## src/rtl/otdd_pkg.sv

```systemverilog
// Types and codes shared by the offset table delta decoder modules.
package otdd_pkg;

    localparam int PosWidth   = 32;
    localparam int DeltaWidth = 30;
    localparam int ByteWidth  = 8;

    // Result status codes, carried on m_tuser.
    localparam logic [1:0] STATUS_OFFSET    = 2'd0;
    localparam logic [1:0] STATUS_TERMINATE = 2'd1;
    localparam logic [1:0] STATUS_TRUNCATED = 2'd2;

    // Code kinds held in the top two bits of a lead byte.
    localparam logic [1:0] KIND_END   = 2'b00;
    localparam logic [1:0] KIND_SHORT = 2'b01;
    localparam logic [1:0] KIND_MID   = 2'b10;
    localparam logic [1:0] KIND_LONG  = 2'b11;

    typedef struct packed {
        logic [PosWidth-1:0]   position;
        logic [DeltaWidth-1:0] delta;
        logic [1:0]            pending;
        logic                  start;
        logic                  stopped;
    } otdd_state_t;

    typedef struct packed {
        logic                valid;
        logic [PosWidth-1:0] position;
        logic [1:0]          status;
        logic                last;
    } otdd_result_t;

endpackage

```

## src/rtl/otdd_decode.sv

```systemverilog
// Next-state and result logic for one table byte of the offset table decoder.
module otdd_decode import otdd_pkg::*; (
    input  otdd_state_t          state,
    input  logic [PosWidth-1:0]  base_address,
    input  logic [ByteWidth-1:0] table_byte,
    input  logic                 table_end,
    output otdd_state_t          state_next,
    output otdd_result_t         result
);

    logic [PosWidth-1:0]   pos_cur;
    logic [PosWidth-1:0]   pos_sum;
    logic [DeltaWidth-1:0] delta_new;
    logic [1:0]            pend_new;
    logic                  complete;
    logic                  terminate;

    // The position is loaded from the base on the first byte of a table.
    assign pos_cur = state.start ? base_address : state.position;
    assign pos_sum = pos_cur + {delta_new, 2'b00};

    always_comb begin
        delta_new = state.delta;
        pend_new  = state.pending;
        complete  = 1'b0;
        terminate = 1'b0;
        if (state.pending == 2'd0) begin
            delta_new = {{(DeltaWidth-6){1'b0}}, table_byte[5:0]};
            case (table_byte[7:6])
                KIND_END: begin
                    terminate = 1'b1;
                end
                KIND_SHORT: begin
                    complete = 1'b1;
                end
                KIND_MID: begin
                    pend_new = 2'd1;
                end
                KIND_LONG: begin
                    pend_new = 2'd3;
                end
                default: begin
                    pend_new = 2'd0;
                end
            endcase
        end else begin
            delta_new = {state.delta[DeltaWidth-ByteWidth-1:0], table_byte};
            pend_new  = state.pending - 2'd1;
            complete  = (state.pending == 2'd1);
        end
    end

    always_comb begin
        result           = '0;
        state_next       = state;
        state_next.start = 1'b0;
        state_next.position = pos_cur;
        if (state.stopped) begin
            // Bytes after a terminator are skipped until the table ends.
        end else if (terminate) begin
            result.valid        = 1'b1;
            result.status       = STATUS_TERMINATE;
            result.last         = 1'b1;
            state_next.delta    = delta_new;
            state_next.stopped  = 1'b1;
        end else if (complete) begin
            result.valid        = 1'b1;
            result.position     = pos_sum;
            result.status       = STATUS_OFFSET;
            result.last         = table_end;
            state_next.position = pos_sum;
            state_next.delta    = '0;
            state_next.pending  = pend_new;
        end else begin
            state_next.delta    = delta_new;
            state_next.pending  = pend_new;
            if (table_end) begin
                result.valid  = 1'b1;
                result.status = STATUS_TRUNCATED;
                result.last   = 1'b1;
            end
        end
        if (table_end) begin
            state_next          = '0;
            state_next.start    = 1'b1;
        end
    end

endmodule

```

## src/rtl/offset_table_delta_decoder.sv

```systemverilog
// Top level of the offset table delta decoder with its output register.
// A result is registered and appears on the master side in the cycle after its byte is accepted.
// Throughput: one table byte per cycle while m_tready keeps up; the single-stage add of delta * 4 sets the path.
// s_tready falls only while a held result waits on m_tready, so stalls cost no bubbles.
// Reset (aresetn low, synchronous) clears base_address and the output valid and returns decode state to table start.
module offset_table_delta_decoder import otdd_pkg::*; (
    input  logic                 aclk,
    input  logic                 aresetn,
    // Configuration: base_address is written whenever cfg_wr_en is high.
    input  logic                 cfg_wr_en,
    input  logic [PosWidth-1:0]  cfg_wr_data,
    // Input stream of table bytes.
    input  logic                 s_tvalid,
    output logic                 s_tready,
    input  logic [ByteWidth-1:0] s_tdata,   // [7:0] table_byte
    input  logic                 s_tlast,   // table_end
    // Result stream.
    output logic                 m_tvalid,
    input  logic                 m_tready,
    output logic [PosWidth-1:0]  m_tdata,   // [31:0] fix_position
    output logic [1:0]           m_tuser,   // [1:0] status
    output logic                 m_tlast    // last
);

    otdd_state_t         state_reg;
    otdd_state_t         state_next;
    otdd_result_t        result;
    logic [PosWidth-1:0] base_reg;
    logic                out_valid_reg;
    logic [PosWidth-1:0] out_pos_reg;
    logic [1:0]          out_status_reg;
    logic                out_last_reg;
    logic                in_accept;

    // A new request is taken whenever the output register is empty or is
    // being drained in this same cycle. That keeps the stream moving at one
    // byte per clock while the sink keeps up.
    assign s_tready  = !out_valid_reg || m_tready;
    assign in_accept = s_tvalid && s_tready;

    // The decode logic looks at the current byte and the stored decode state
    // and produces both the next state and at most one result.
    otdd_decode u_decode (
        .state        (state_reg),
        .base_address (base_reg),
        .table_byte   (s_tdata),
        .table_end    (s_tlast),
        .state_next   (state_next),
        .result       (result)
    );

    // Base address register. Software must write it only between tables; the block itself does not enforce this.
    always_ff @(posedge aclk) begin
        if (!aresetn) begin
            base_reg <= '0;
        end else if (cfg_wr_en) begin
            base_reg <= cfg_wr_data;
        end
    end

    // Decode state advances once per accepted byte. The start flag comes
    // out of reset set, so the first byte loads the base address.
    always_ff @(posedge aclk) begin
        if (!aresetn) begin
            state_reg <= '{position: '0, delta: '0, pending: 2'd0,
                           start: 1'b1, stopped: 1'b0};
        end else if (in_accept) begin
            state_reg <= state_next;
        end
    end

    // Output register. It loads on every accepted byte; a byte that gives no
    // result simply leaves it empty once the previous result has been taken.
    always_ff @(posedge aclk) begin
        if (!aresetn) begin
            out_valid_reg <= 1'b0;
        end else if (in_accept) begin
            out_valid_reg <= result.valid;
        end else if (m_tready) begin
            out_valid_reg <= 1'b0;
        end
    end

    always_ff @(posedge aclk) begin
        if (in_accept) begin
            out_pos_reg    <= result.position;
            out_status_reg <= result.status;
            out_last_reg   <= result.last;
        end
    end

    assign m_tvalid = out_valid_reg;
    assign m_tdata  = out_pos_reg;
    assign m_tuser  = out_status_reg;
    assign m_tlast  = out_last_reg;

endmodule

```

## config.mk

```make
export PLATFORM = sky130hd
export DESIGN_NAME = offset_table_delta_decoder
export DESIGN_NICKNAME = d
export VERILOG_FILES = /design/src/rtl/otdd_pkg.sv /design/src/rtl/otdd_decode.sv /design/src/rtl/offset_table_delta_decoder.sv
export SDC_FILE = /design/constraint.sdc
export NUM_CORES = 1
export LEC_CHECK = 0
export CELL_PAD_IN_SITES_DETAIL_PLACEMENT = 1
export CELL_PAD_IN_SITES_GLOBAL_PLACEMENT = 1
export CORE_ASPECT_RATIO = 0.9
export CORE_UTILIZATION = 40
export DETAILED_ROUTE_END_ITERATION = 7
export DONT_BUFFER_PORTS = 1
export GPL_TIMING_DRIVEN = 0
export PLACE_DENSITY = 0.74
export SETUP_SLACK_MARGIN = 0.1
export SKIP_CTS_REPAIR_TIMING = 1
export SLEW_MARGIN = 10
export SYNTH_ARGS = -nofsm -noshare
export SYNTH_HDL_FRONTEND = slang
export SYNTH_SLANG_ARGS = --single-unit
```

## constraint.sdc

```tcl
create_clock -name aclk -period 4.4 [get_ports aclk]
set_input_delay 0.22 -clock aclk [delete_from_list [all_inputs] [get_ports aclk]]
set_output_delay 0.22 -clock aclk [all_outputs]
set_load 0.1 [all_outputs]
```

==> run metrics <==
outcome finished, violations left; failing checks negative hold slack; Num CTS Buffers 17; Hold Fails Final Rpt 2; Multi-input gate area 3860 µm²; final setup fails 0; Yosys warnings 0; CTS tree done; Routability Congestion 0.870; die area 18100 µm²; Final Net Count 915; post-synth cell types 66; n_diodes 0; crit-path max FO 10; fmax 0.247 GHz; initial cell density of the core 0.413; vias in the first global route 6319; count leader, synth nor2_1; leakage 3.29 nW; Vias 6248; total grt overflow 0; Max clock buf depth 2; Post-synth top flop dfxtp_1; wire per inst 22.1 µm; Syn Nets 856; Hold Slack -0.0413 ns; gr usage total 0.266; DRC viols 0; num rows 45; Power Total 3.33 mW; register area 2870 µm²; Root Driver clkbuf_16; Worst-Skew Late Latency 0.42 ns; Final Cell Area 8340 µm²; max capacitance violation total 0; Setup crit start kind flip-flop; Boundary Pins 83; Core ar. 17000 µm²; syn avg cell area 9.01 µm²; Worst EP required 4.68 ns; 1st-iter DRT viols 414; htree depth 4; slew of the pin with the lowest slew margin 0.997 ns; P&R area growth vs syn 18.7%; post-synthesis adder-cell area fraction 0.0545; Post-synth EDFFs 35; cells after synthesis 780; worst min-delay path class in2reg; fraction of layout cells with a size suffix above 1 0.110; post-DP HPWL 18300 µm; clk sinks 126; max FFs per register 58; Final Critical Period 4.05 ns; main combinational cell family by area after synthesis compound AO/OA/AOI/OAI gates; CP endpoint kind flip-flop; Routed Antenna Nets 0; Post-DP Area 7340 µm²; CTS clk-pin slew, worst paths 0.06 ns; Compound-Gate Fraction of Synth Area 0.191; post-synth top area share 0.259; pin count of the biggest net entering global routing 27; ys async rst share 0; most frequent cells after synthesis 92 x nor2_1, 91 x dfxtp_1, 67 x nand2_1; critical setup path kind reg2reg; Max transition margin 0.334; Yosys reg bits 126; Synth Area in XOR/XNOR 0.0299; pwr/cell area 399 nW/µm²; IO buf count 0; sequential share of the synthesized area 0.409; wire length of the first global-routing pass 35700 µm; post-synthesis cell area 7030 µm²; final core utilization 0.490; VDD IR-drop max 250 µV; worst path arrival time 4.33 ns; fin. max-slew vios 0; Post-Synth Simple-Gate Area 0.171; Via density 5.75; DRT Pass-1 Iters 5; final clock skew 0.00685 ns; top post-synthesis cells by area dfxtp_1 26%, edfxtp_1 15%, mux2i_1 6.1%; die height 128 µm; antenna violations before repair 1; setup_tns 0 ns; Tcrit/Tclk final 0.920; largest area contributor in the netlist dfxtp_1; DRT Wirelength 24000 µm; die width 142 µm; RSZ-0062 raised after global routing no; Fill cells 1978; mux cell area share after synthesis 0.103
[final cells by class]
| cell class | count | area share |
|---|---|---|
| Buffer | 50 | 0.0261 |
| Clock buffer | 19 | 0.0557 |
| Clock inverter | 13 | 0.0167 |
| Inverter | 21 | 0.00945 |
| Multi-Input combinational cell | 583 | 0.463 |
| Sequential cell | 126 | 0.344 |
| Tap cell | 235 | 0.0353 |
| Timing Repair Buffer | 40 | 0.0492 |
[critical path: stages (launching register included)]
cell      delay (ns)
dfxtp_1         0.33
clkbuf_2        0.29
buf_2           0.33
buf_2           0.34
mux2i_1         0.33
inv_1           0.10
ha_1            0.30
buf_6           0.15
a21oi_1         0.21
o21ai_1         0.13
a22o_1          0.25
a31oi_1         0.40
nand2_1         0.13
xnor2_1         0.40
o221ai_1        0.20
[metrics by stage]
step           cells  setup slack (ns)
6_report        1087             0.351
4_1_cts         1048             0.146
5_1_grt         1087             0.178
3_5_place_dp    1016             0.153
2_1_floorplan    780             0.499
3_3_place_gp    1015            -0.798
[power breakdown]
part / internal [mW] / total, mW / leakage (nW) / switching, mW
Clock: 0.848 / 1.45 / 0.295 / 0.603
Combinational: 0.148 / 0.419 / 1.90 / 0.271
Sequential: 1.25 / 1.46 / 1.10 / 0.203
[per-layer routing]
layer  GRT usage  vias up  part of all wire
met4      0.0683        0             0.010
met5           0        -                 0
met1       0.361     3086              0.45
met2       0.431      211              0.47
li1            -     2927                 -
met3      0.0549       24             0.068
[cell families after synthesis]
| kind of cell | count (synthesis) |
|---|---|
| buf+inv | 71 |
| simple gates | 258 |
| compound gates | 202 |
| xor+xnor | 24 |
| mux | 69 |
| fa+ha+maj | 30 |
| flops | 126 |
[final timing paths]
kind / from / to / cells after the start / slack, ns
min: s_tdata[4] / state_reg[8] / 2 / -0.04
min reg2reg: state_reg[19] / state_reg[19] / 2 / 0.45
max: state_reg[1] / state_reg[57] / 14 / 0.35
max reg2reg: state_reg[1] / state_reg[57] / 14 / 0.35
[cells in the final DEF, fill, tap and decap left out, types with 26 or more instances in the layout]
cell            n
a21oi_1        63
clkbuf_1       28
dfxtp_1        91
dlygate4sd3_1  39
edfxtp_1       35
ha_1           29
mux2_2         26
mux2i_1        43
nand2_1        67
nand3_1        28
nor2_1         92
nor2b_1        27
Note: power is estimated with default switching activity, not from simulation.
